===== src/rtl/core/kvrbp_pkg.sv =====
// Shared types and constants for the key-value request byte parser.
`default_nettype none

package kvrbp_pkg;

  localparam int unsigned LenW = 24;
  localparam int unsigned MaxLengthDigitsDefault = 7;
  localparam logic [LenW-1:0] MaxStringLengthReset = 24'd4194304;

  // Event codes of a result beat
  localparam logic [2:0] EvKeyLen  = 3'd0;
  localparam logic [2:0] EvKeyByte = 3'd1;
  localparam logic [2:0] EvValLen  = 3'd2;
  localparam logic [2:0] EvValByte = 3'd3;
  localparam logic [2:0] EvGetDone = 3'd4;
  localparam logic [2:0] EvSetDone = 3'd5;
  localparam logic [2:0] EvError   = 3'd6;

  // Protocol characters
  localparam logic [7:0] ChDollar  = 8'h24;
  localparam logic [7:0] ChNewline = 8'h0A;
  localparam logic [7:0] ChG       = 8'h47;
  localparam logic [7:0] ChS       = 8'h53;
  localparam logic [7:0] ChE       = 8'h45;
  localparam logic [7:0] ChT       = 8'h54;
  localparam logic [7:0] ChZero    = 8'h30;
  localparam logic [7:0] ChNine    = 8'h39;

  typedef struct packed {
    logic [7:0] data_byte;
    logic       new_connection;
  } item_t;

  typedef struct packed {
    logic [2:0]      event_res;
    logic [7:0]      payload_byte;
    logic [LenW-1:0] string_length;
    logic            last_of_string;
  } result_t;

endpackage

`default_nettype wire


===== src/rtl/core/kvrbp_parse.sv =====
// Parser state and the per-byte next-state and event logic.
`default_nettype none

module kvrbp_parse #(
  parameter int unsigned MaxDigits = kvrbp_pkg::MaxLengthDigitsDefault
) (
  input  wire logic                          clk_i,
  input  wire logic                          rst_ni,
  input  wire logic                          fire_i,
  input  wire kvrbp_pkg::item_t              item_i,
  input  wire logic                          cfg_we_i,
  input  wire logic [kvrbp_pkg::LenW-1:0]    cfg_data_i,
  output logic                               res_valid_o,
  output kvrbp_pkg::result_t                 res_o
);
  import kvrbp_pkg::*;

  localparam int unsigned DigitW = $clog2(MaxDigits + 1);

  localparam logic [2:0] PhOp0    = 3'd0;
  localparam logic [2:0] PhOp1    = 3'd1;
  localparam logic [2:0] PhOp2    = 3'd2;
  localparam logic [2:0] PhOpen   = 3'd3;
  localparam logic [2:0] PhDigits = 3'd4;
  localparam logic [2:0] PhPay    = 3'd5;
  localparam logic [2:0] PhNl     = 3'd6;

  logic [2:0]        phase_q, phase_d, phase_e;
  logic              set_q, set_d, set_e;
  logic              val_q, val_d, val_e;
  logic [DigitW-1:0] dc_q, dc_d, dc_e;
  logic [LenW-1:0]   acc_q, acc_d, acc_e;
  logic [LenW-1:0]   rem_q, rem_d, rem_e;
  logic              err_q, err_d, err_e;
  logic [LenW-1:0]   max_len_q;

  logic [7:0]        b;
  logic              is_digit;
  logic [LenW-1:0]   acc_next;
  logic              last;

  assign b        = item_i.data_byte;
  assign is_digit = (b >= ChZero) && (b <= ChNine);
  assign acc_next = {acc_e[LenW-4:0], 3'b000} + {acc_e[LenW-2:0], 1'b0}
                    + {{(LenW-4){1'b0}}, b[3:0]};
  assign last     = (rem_e <= {{(LenW-1){1'b0}}, 1'b1});

  always_comb begin
    // A new connection restarts the parser before this byte is looked at
    if (item_i.new_connection) begin
      phase_e = PhOp0;
      set_e   = 1'b0;
      val_e   = 1'b0;
      dc_e    = '0;
      acc_e   = '0;
      rem_e   = '0;
      err_e   = 1'b0;
    end else begin
      phase_e = phase_q;
      set_e   = set_q;
      val_e   = val_q;
      dc_e    = dc_q;
      acc_e   = acc_q;
      rem_e   = rem_q;
      err_e   = err_q;
    end

    phase_d     = phase_e;
    set_d       = set_e;
    val_d       = val_e;
    dc_d        = dc_e;
    acc_d       = acc_e;
    rem_d       = rem_e;
    err_d       = err_e;
    res_valid_o = 1'b0;
    res_o       = '0;

    if (!err_e) begin
      case (phase_e)
        PhOp0: begin
          if (b == ChG || b == ChS) begin
            set_d   = (b == ChS);
            phase_d = PhOp1;
          end else begin
            err_d           = 1'b1;
            res_valid_o     = 1'b1;
            res_o.event_res = EvError;
          end
        end
        PhOp1: begin
          if (b == ChE) begin
            phase_d = PhOp2;
          end else begin
            err_d           = 1'b1;
            res_valid_o     = 1'b1;
            res_o.event_res = EvError;
          end
        end
        PhOp2: begin
          if (b == ChT) begin
            val_d   = 1'b0;
            phase_d = PhOpen;
          end else begin
            err_d           = 1'b1;
            res_valid_o     = 1'b1;
            res_o.event_res = EvError;
          end
        end
        PhOpen: begin
          if (b == ChDollar) begin
            dc_d    = '0;
            acc_d   = '0;
            phase_d = PhDigits;
          end else begin
            err_d           = 1'b1;
            res_valid_o     = 1'b1;
            res_o.event_res = EvError;
          end
        end
        PhDigits: begin
          if (b == ChDollar) begin
            if (dc_e == '0 || acc_e == '0 || acc_e > max_len_q) begin
              err_d           = 1'b1;
              res_valid_o     = 1'b1;
              res_o.event_res = EvError;
            end else begin
              rem_d               = acc_e;
              phase_d             = PhPay;
              res_valid_o         = 1'b1;
              res_o.event_res     = val_e ? EvValLen : EvKeyLen;
              res_o.string_length = acc_e;
            end
          end else if (!is_digit || dc_e >= DigitW'(MaxDigits)) begin
            err_d           = 1'b1;
            res_valid_o     = 1'b1;
            res_o.event_res = EvError;
          end else begin
            acc_d = acc_next;
            dc_d  = dc_e + {{(DigitW-1){1'b0}}, 1'b1};
          end
        end
        PhPay: begin
          rem_d = last ? '0 : rem_e - {{(LenW-1){1'b0}}, 1'b1};
          if (last) begin
            if (set_e && !val_e) begin
              val_d   = 1'b1;
              phase_d = PhOpen;
            end else begin
              phase_d = PhNl;
            end
          end
          res_valid_o          = 1'b1;
          res_o.event_res      = val_e ? EvValByte : EvKeyByte;
          res_o.payload_byte   = b;
          res_o.last_of_string = last;
        end
        PhNl: begin
          if (b == ChNewline) begin
            phase_d         = PhOp0;
            set_d           = 1'b0;
            val_d           = 1'b0;
            dc_d            = '0;
            acc_d           = '0;
            rem_d           = '0;
            res_valid_o     = 1'b1;
            res_o.event_res = set_e ? EvSetDone : EvGetDone;
          end else begin
            err_d           = 1'b1;
            res_valid_o     = 1'b1;
            res_o.event_res = EvError;
          end
        end
        default: begin
          err_d           = 1'b1;
          res_valid_o     = 1'b1;
          res_o.event_res = EvError;
        end
      endcase
    end
  end

  always_ff @(posedge clk_i or negedge rst_ni) begin
    if (!rst_ni) begin
      phase_q <= PhOp0;
      set_q   <= 1'b0;
      val_q   <= 1'b0;
      dc_q    <= '0;
      acc_q   <= '0;
      rem_q   <= '0;
      err_q   <= 1'b0;
    end else if (fire_i) begin
      phase_q <= phase_d;
      set_q   <= set_d;
      val_q   <= val_d;
      dc_q    <= dc_d;
      acc_q   <= acc_d;
      rem_q   <= rem_d;
      err_q   <= err_d;
    end
  end

  always_ff @(posedge clk_i or negedge rst_ni) begin
    if (!rst_ni) begin
      max_len_q <= MaxStringLengthReset;
    end else if (cfg_we_i) begin
      max_len_q <= cfg_data_i;
    end
  end

endmodule

`default_nettype wire


===== src/rtl/core/kv_request_byte_parser_core.sv =====
// A byte accepted into the input register is parsed from there, and its result beat is captured in the result register.
// Throughput: one byte per cycle; in_ready_o falls only while a held byte waits on a full result
// register that the consumer does not take.
// Bytes producing no result still pass through the input register.
// Reset: asynchronous, active low; clears parser state and both valid flags, and sets the
// maximum string length register to 4194304.
`default_nettype none

module kv_request_byte_parser_core #(
  parameter int unsigned MaxLengthDigits = kvrbp_pkg::MaxLengthDigitsDefault
) (
  input  wire logic                       clk_i,
  input  wire logic                       rst_ni,
  input  wire logic                       in_valid_i,
  output logic                            in_ready_o,
  input  wire kvrbp_pkg::item_t           in_data_i,
  output logic                            out_valid_o,
  input  wire logic                       out_ready_i,
  output kvrbp_pkg::result_t              out_data_o,
  input  wire logic                       cfg_valid_i,
  output logic                            cfg_ready_o,
  input  wire logic [kvrbp_pkg::LenW-1:0] cfg_data_i
);
  import kvrbp_pkg::*;

  logic    in_valid_q;
  item_t   in_q;
  logic    out_valid_q;
  result_t out_q;
  logic    out_free;
  logic    fire;
  logic    res_valid;
  result_t res;

  assign out_free    = !out_valid_q || out_ready_i;
  assign fire        = in_valid_q && out_free;
  assign in_ready_o  = !in_valid_q || out_free;
  assign cfg_ready_o = 1'b1;

  kvrbp_parse #(
    .MaxDigits (MaxLengthDigits)
  ) u_parse (
    .clk_i       (clk_i),
    .rst_ni      (rst_ni),
    .fire_i      (fire),
    .item_i      (in_q),
    .cfg_we_i    (cfg_valid_i),
    .cfg_data_i  (cfg_data_i),
    .res_valid_o (res_valid),
    .res_o       (res)
  );

  // Input register: hold the beat until the parser consumes it
  always_ff @(posedge clk_i or negedge rst_ni) begin
    if (!rst_ni) begin
      in_valid_q <= 1'b0;
    end else if (in_ready_o) begin
      in_valid_q <= in_valid_i;
    end
  end

  always_ff @(posedge clk_i) begin
    if (in_ready_o && in_valid_i) begin
      in_q <= in_data_i;
    end
  end

  // Result register
  always_ff @(posedge clk_i or negedge rst_ni) begin
    if (!rst_ni) begin
      out_valid_q <= 1'b0;
    end else if (fire) begin
      out_valid_q <= res_valid;
    end else if (out_ready_i) begin
      out_valid_q <= 1'b0;
    end
  end

  always_ff @(posedge clk_i) begin
    if (fire && res_valid) begin
      out_q <= res;
    end
  end

  assign out_valid_o = out_valid_q;
  assign out_data_o  = out_q;

endmodule

`default_nettype wire


===== config.mk =====
export PLATFORM = sky130hd
export DESIGN_NAME = kv_request_byte_parser_core
export DESIGN_NICKNAME = d
export VERILOG_FILES = /design/src/rtl/core/kvrbp_pkg.sv /design/src/rtl/core/kvrbp_parse.sv /design/src/rtl/core/kv_request_byte_parser_core.sv
export SDC_FILE = /design/constraint.sdc
export NUM_CORES = 1
export LEC_CHECK = 0
export ABC_AREA = 1
export BUFFER_PORTS_ARGS = -buffer_cell sky130_fd_sc_hd__buf_2
export CELL_PAD_IN_SITES_DETAIL_PLACEMENT = 1
export CELL_PAD_IN_SITES_GLOBAL_PLACEMENT = 2
export CORE_MARGIN = 5
export CORE_UTILIZATION = 36
export CTS_BUF_LIST = sky130_fd_sc_hd__clkbuf_4
export CTS_CLUSTER_SIZE = 30
export DETAILED_ROUTE_END_ITERATION = 10
export HOLD_SLACK_MARGIN = 0.08
export PLACE_DENSITY = 0.83
export SLEW_MARGIN = 20
export SYNTH_ARGS = -nofsm -noshare
export SYNTH_HDL_FRONTEND = slang
export SYNTH_SLANG_ARGS = --single-unit

===== constraint.sdc =====
create_clock -name clk_i -period 4.83 [get_ports clk_i]
set_clock_uncertainty 0.15 [all_clocks]
set_input_delay 0.966 -clock clk_i [delete_from_list [all_inputs] [get_ports clk_i]]
set_output_delay 0.966 -clock clk_i [all_outputs]
set_load 0.01 [all_outputs]

After elaboration in Yosys (flattened, before gate mapping)
Cells that the tools add are included.
{"block": "totals", "register_bits": 128, "in_bits": 38, "output_inout_bits": 39, "wordCells": 134}
{"block": "op_classes", "addsub": 4, "magnitude_cmp": 5, "n_eq_ne": 12, "mux": 73, "n_bitwise": 3, "reduce_logical": 21}
{"operator": "$mux W24", "n": 12}
{"operator": "$pmux W24 S3", "n": 2}
{"operator": "$mux W3", "n": 25}
{"operator": "$pmux W3 S7", "n": 2}
{"operator": "$eq A8 B7 Y1 const B", "n": 4}
{"operator": "$mux W1", "n": 25}
{"operator": "$add A24 B24 Y24", "n": 1}
{"operator": "$add A24 B4 Y24", "n": 1}
{"operator": "$gt A24 B24 Y1", "n": 1}
{"operator": "$le A24 B1 Y1 const B", "n": 1}
{"operator": "$logic_not A24 Y1", "n": 1}
{"operator": "$sub A24 B1 Y24 const B", "n": 1}
{"operator": "$eq A3 B3 Y1 const B", "n": 3}
{"operator": "$pmux W3 S3", "n": 1}
{"operator": "$eq A8 B4 Y1 const B", "n": 1}
{"operator": "$eq A8 B6 Y1 const B", "n": 1}
{"operator": "$ge A8 B6 Y1 const B", "n": 1}
{"operator": "$le A8 B6 Y1 const B", "n": 1}
{"operator": "$pmux W1 S7", "n": 1}
{"operator": "$eq A3 B2 Y1 const B", "n": 2}
{"operator": "$logic_not A3 Y1", "n": 2}
{"operator": "$logic_or A1 B1 Y1", "n": 6}
{"operator": "$logic_and A1 B1 Y1", "n": 5}
{"operator": "$pmux W1 S5", "n": 1}
{"operator": "other kinds (11)", "n": 17}

Depth between registers and ports, before layout
{"block": "depth", "ltp_word": 9, "depth_mapped": 23, "depth_no_buf": 20}

Modules after synthesis
Synthesis repeated with hierarchy kept, for this count alone.
{"block": "unflattened", "cells_unflattened": 1363, "hier_area_um2": 9793.1}
{"mod": "kvrbp_parse", "n_inst": 1, "cells_per_inst": 1301, "area_per_inst_um2": 8321.7, "seq_area_each_um2": 2028.2}
{"mod": "kv_request_byte_parser_core", "n_inst": 1, "cells_per_inst": 62, "area_per_inst_um2": 1471.4, "seq_area_each_um2": 1401.3}

Worst setup path before layout
No wires, ideal clock.
{"block": "synth_timing", "kind": "input-to-reg", "startpoint": "in out_ready_i", "endpoint": "reg out_q (netlist bit out_data_o[0]), enable pin", "setup_ns": 0.429, "t_arrival_ns": 3.518, "t_required_ns": 4.251, "path_slack_ns": 0.732, "path_stages": 8, "path_buffers": 2, "path_cell_list": "inv_1 > nand2_1 > nand2_1 > nor2_1 > inv_1 > clkbuf_1 > clkbuf_1 > nor2_1"}
{"block": "synth_between", "elab_chain_cells": 3}
{"element": "start: declaration", "line_no": "kv_request_byte_parser_core.sv:18", "source": "input wire logic out_ready_i,"}
{"element": "$logic_or A1 B1 Y1", "line_no": "kv_request_byte_parser_core.sv:35", "source": "assign out_free = !out_valid_q || out_ready_i;"}
{"element": "$logic_and A1 B1 Y1", "line_no": "kv_request_byte_parser_core.sv:36", "source": "assign fire = in_valid_q && out_free;"}
{"element": "$logic_and A1 B1 Y1", "line_no": "kv_request_byte_parser_core.sv:80", "source": "if (fire && res_valid) begin"}
{"element": "end signal: assignment", "line_no": "kv_request_byte_parser_core.sv:81", "source": "out_q <= res;"}
{"element": "end: declaration", "line_no": "kv_request_byte_parser_core.sv:29", "source": "result_t out_q;"}
Every way passes these cells.
A chain may end at the register's enable or synchronous reset.

Worst setup path in the final report
{"block": "layout_timing", "startpoint": "reg in_q[0] (netlist bit)", "endpoint": "reg u_parse.acc_q[18]"}
{"block": "layout_between", "elab_chain_cells": 7, "elab_cells_between_ends": 17, "cone_classes": "add/sub (2); order compare (1); eq/ne (3); mux (10); reduce/logical (1)"}
{"element": "start: declaration", "line_no": "kv_request_byte_parser_core.sv:27", "source": "item_t in_q;"}
{"element": "start signal: assignment", "line_no": "kv_request_byte_parser_core.sv:64", "source": "in_q <= in_data_i;"}
{"element": "$mux W24", "line_no": "kvrbp_parse.sv:50", "source": "if (item_i.new_connection) begin"}
{"element": "net u_parse.acc_e[1]", "line_no": "kvrbp_parse.sv:32", "source": "logic [LenW-1:0] acc_q, acc_d, acc_e;"}
{"element": "$add A24 B24 Y24", "line_no": "kvrbp_parse.sv:44", "source": "assign acc_next = {acc_e[LenW-4:0], 3'b000} + {acc_e[LenW-2:0], 1'b0}"}
{"element": "$add A24 B4 Y24", "line_no": "kvrbp_parse.sv:45", "source": "+ {{(LenW-4){1'b0}}, b[3:0]};"}
{"element": "$mux W24", "line_no": "kvrbp_parse.sv:133", "source": "end else if (!is_digit || dc_e >= DigitW'(MaxDigits)) begin"}
{"element": "$mux W24", "line_no": "kvrbp_parse.sv:121", "source": "if (b == ChDollar) begin"}
{"element": "$pmux W24 S3", "line_no": "kvrbp_parse.sv:79", "source": "case (phase_e)"}
{"element": "$mux W24", "line_no": "kvrbp_parse.sv:78", "source": "if (!err_e) begin"}
{"element": "end signal: assignment", "line_no": "kvrbp_parse.sv:188", "source": "acc_q <= '0;"}
{"element": "end signal: assignment", "line_no": "kvrbp_parse.sv:196", "source": "acc_q <= acc_d;"}
{"element": "end: declaration", "line_no": "kvrbp_parse.sv:32"}
The timed path passes the listed nets, and every way through them passes these cells.

==> flow_summary.toml <==
[synth]
synthDominantCellAreaShare_pct = 20.9
syn_inst = 1407
synth_top_cell_by_area = "dfrtp_1"
synth_ff_type = "dfrtp_1"
synth_seq_cells = 128
synth_nets = 1516
synth_cell_types = 50
synth-edff-count = 45
yosysSeqAreaShare_pct = 34.9
async_flop_share_pct = 64.8
ys_warn_count = 0
synth_area_mm2 = 0.00982
synthTopCellsByArea = "dfrtp_1 21%, nand2_1 14%, edfxtp_1 14%"
synth_area_per_cell_um2 = 6.98

[clocking]
cts_max_level = 4
cts_tree = "done"
cts_sinks = 128
cts_resized = 0
holdBufCountCts = 0
cts_buffer_depth = 2
clock_latency_ns = 0.57
cts_buffers = 17
clockRootBuffer = "clkbuf_4"
cts.reportedPaths.clkPinSlew_ns = 0.14
cts_setup_buffers = 0

[global_route]
gr-total-overflow = 0
grt_pass1_wl_um = 54900
grt_usage_pct = 22.4
grt_start_max_net_pins = 57
grt_pass1_vias = 9981
antenna_found_initial = 1

[run_status]
status = "finished, final reports clean"

[cells_and_area]
final_layout_size_suffix_gt1_share_pct = 12.0
regArea_mm2 = 0.00343
fillers = 3478
fin_nets = 1582
post-route-cell-area_mm2 = 0.0108
area.growth.synth_to_final_pct = 10.1
multi_input_area_mm2 = 0.00544
final_core_util_pct = 40.2

[drt]
drtIter0Drc = 568
drc_errors = 0
drtPass1Iterations = 4
viasPerCell = 5.33
routed_wirelength_um = 34000
wire_per_inst_um = 18.6
ant_nets = 0
vias = 9743

[timing]
hold_slack_ns = 0.331
setup_viol = 0
relSlewSlack_pct = 33.1
fin_crit_sh_pct = 80.9
fmax_mhz = 256
period_needed_ns = 3.91
tns_ns = 0
slew_viol_final = 0
tightest_slew_ns = 0.997
rsz0062_at_grt = "no"
hold_viol = 0

[pwr]
power_density_mw_per_mm2 = 517
ir_worst_vdd_mv = 0.158
power_uw = 5590
p_leak_uw = 0.00545

[placed_design]
place_area_mm2 = 0.0106
port_buffers = 75
hpwl_um = 25100
gp_congestion = 0.906

[die]
initial_core_util_pct = 36.6
design.die.area_mm2 = 0.0307
die_x_um = 175
rows = 60
io_pins = 77
die_y_um = 175
coreArea_mm2 = 0.0269

[critical_path]
r2r_cells = 16
crit_path_start_kind = "register"
regToRegSetupSlack_ns = 0.92
critPathLaunch = "in_q[0]$_DFFE_PP_"
critical_path.max_fanout = 26
required_ns = 5.12
cp-endpoint = "u_parse.acc_q[18]$_DFFE_PN0P_"
end_kind = "register"
rr_startpoint = "in_q[0]$_DFFE_PP_"
arrival_ns = 4.20
crit_type = "register to register"
r2r_end = "u_parse.acc_q[18]$_DFFE_PN0P_"

[min_path]
hp-class = "input port to asynchronous set/reset pin"

[job]
maxCapViolCount = 0
==> critical path: stages, from the launching register on <==
cell and delay (ns):
edfxtp_1 0.43, inv_2 0.41, nand2_1 0.17, inv_1 0.27
ha_1 0.29, ha_1 0.24, fa_1 0.43, nand3_1 0.12
nand2_1 0.15, a21boi_0 0.35, o21ai_0 0.25, nand4_1 0.17
nand3_1 0.08, nand3_1 0.09, nand3_1 0.07, o21ai_0 0.07
inv_1 0.06
==> state kept, by name, summed over array words and instances (netlist names) <==
signal             cells
u_parse.dc_q           3
u_parse.val_q          1
u_parse.phase_q        3
u_parse.set_q          1
in_valid_q             1
out_data_o            36
u_parse.max_len_q     24
u_parse.rem_q         24
u_parse.acc_q         24
out_valid_o            1
u_parse.err_q          1
in_q                   9
==> where the power goes <==
group          total (uW)  internal [uW]  switching, uW
Sequential           1640           1460            175
Clock                 701            216            485
Combinational        3250           1010           2240
==> cell usage after synthesis, drive strengths merged, types with 2 or more instances <==
cell type  count
nand2        372
inv          190
nor2         132
a21oi        121
nand3        116
o21ai        100
dfrtp         82
ha            70
edfxtp        45
clkbuf        31
nand4         22
buf           19
nor3          19
xor2          18
or2           10
a31oi          9
o211ai         8
nand3b         6
a21o           5
o21a           5
o21bai         4
a22oi          3
a21boi         2
a41oi          2
clkinv         2
o2111ai        2
o22ai          2
==> layout make-up <==
type	instances	share of cell area [%]
multi-input combinational	1037	50.3
clock buffer	18	1.25
antenna	1	0.0231
tap	341	3.94
clock inverter	14	0.983
inverter	192	6.66
timing repair buffer	97	5.14
sequential	128	31.7
==> cells in the final DEF (no fill, tap or decap), types with 2 or more instances in the layout <==
cell,count
inv_1,171
nor3_1,16
o2111ai_1,2
nand2_4,2
a21oi_1,121
a22oi_1,3
nand3_1,115
clkinvlp_4,4
o21a_1,5
buf_2,74
clkinv_2,3
nand3b_1,5
edfxtp_1,45
nand2_1,365
o211ai_1,8
inv_2,19
a41oi_1,2
nor2_2,4
a21boi_0,2
nand2_2,5
o21ai_0,90
dfrtp_1,82
a21o_1,5
a31oi_1,9
nor2_4,4
clkinv_1,2
inv_6,4
o21ai_1,10
nor2_1,124
clkbuf_4,18
buf_4,22
xor2_1,18
or2_2,9
o22ai_1,2
nand4_1,22
nor3_2,3
ha_1,70
o21bai_1,4
==> how the worst min path moves through the flow <==
stage	startpoint	end	slack [ns]	cells past startpoint
floorplan	u_parse.rem_q[8]$_DFFE_PN0P_	u_parse.rem_q[8]$_DFFE_PN0P_	0.30	2
global placement	u_parse.rem_q[13]$_DFFE_PN0P_	u_parse.rem_q[13]$_DFFE_PN0P_	0.31	2
detailed placement	u_parse.rem_q[5]$_DFFE_PN0P_	u_parse.rem_q[5]$_DFFE_PN0P_	0.32	2
CTS	rst_ni	u_parse.max_len_q[20]$_DFFE_PN0P_	0.31	1
global route	rst_ni	u_parse.max_len_q[20]$_DFFE_PN0P_	0.34	1
finish	rst_ni	u_parse.max_len_q[20]$_DFFE_PN0P_	0.33	1
==> metal layers <==
metal  vias to the layer above  routed length (um)  global-route usage [%]
li1                       4761                   -                       -
met1                      4797               15800                    29.5
met2                       151               16400                    38.9
met3                        34                1070                    2.92
met4                         0                 651                    5.70
met5                         -                   0                       0
==> per-stage QoR <==
step / setup slack (ns) / cells
floorplan: 0.732 / 1407
global route: 0.363 / 1828
CTS: 0.871 / 1826
detailed placement: 0.913 / 1794
global placement: 1.02 / 1794
finish: 0.921 / 1828
==> kinds of logic (layout without fill, tap and decap cells) <==
family	after synthesis	after routing	synth area share, %
AND/OR/NAND/NOR	679	679	29.7
AO/OA/AOI/OAI	266	266	14.6
buffers and inverters	242	321	9.81
flip-flops	128	128	34.9
adder cells (fa/ha/maj)	71	71	9.12
XOR/XNOR	19	19	1.69
other	1	2	0.0382
multiplexers	1	1	0.115
No activity file was read; power rests on OpenSTA's default activity.
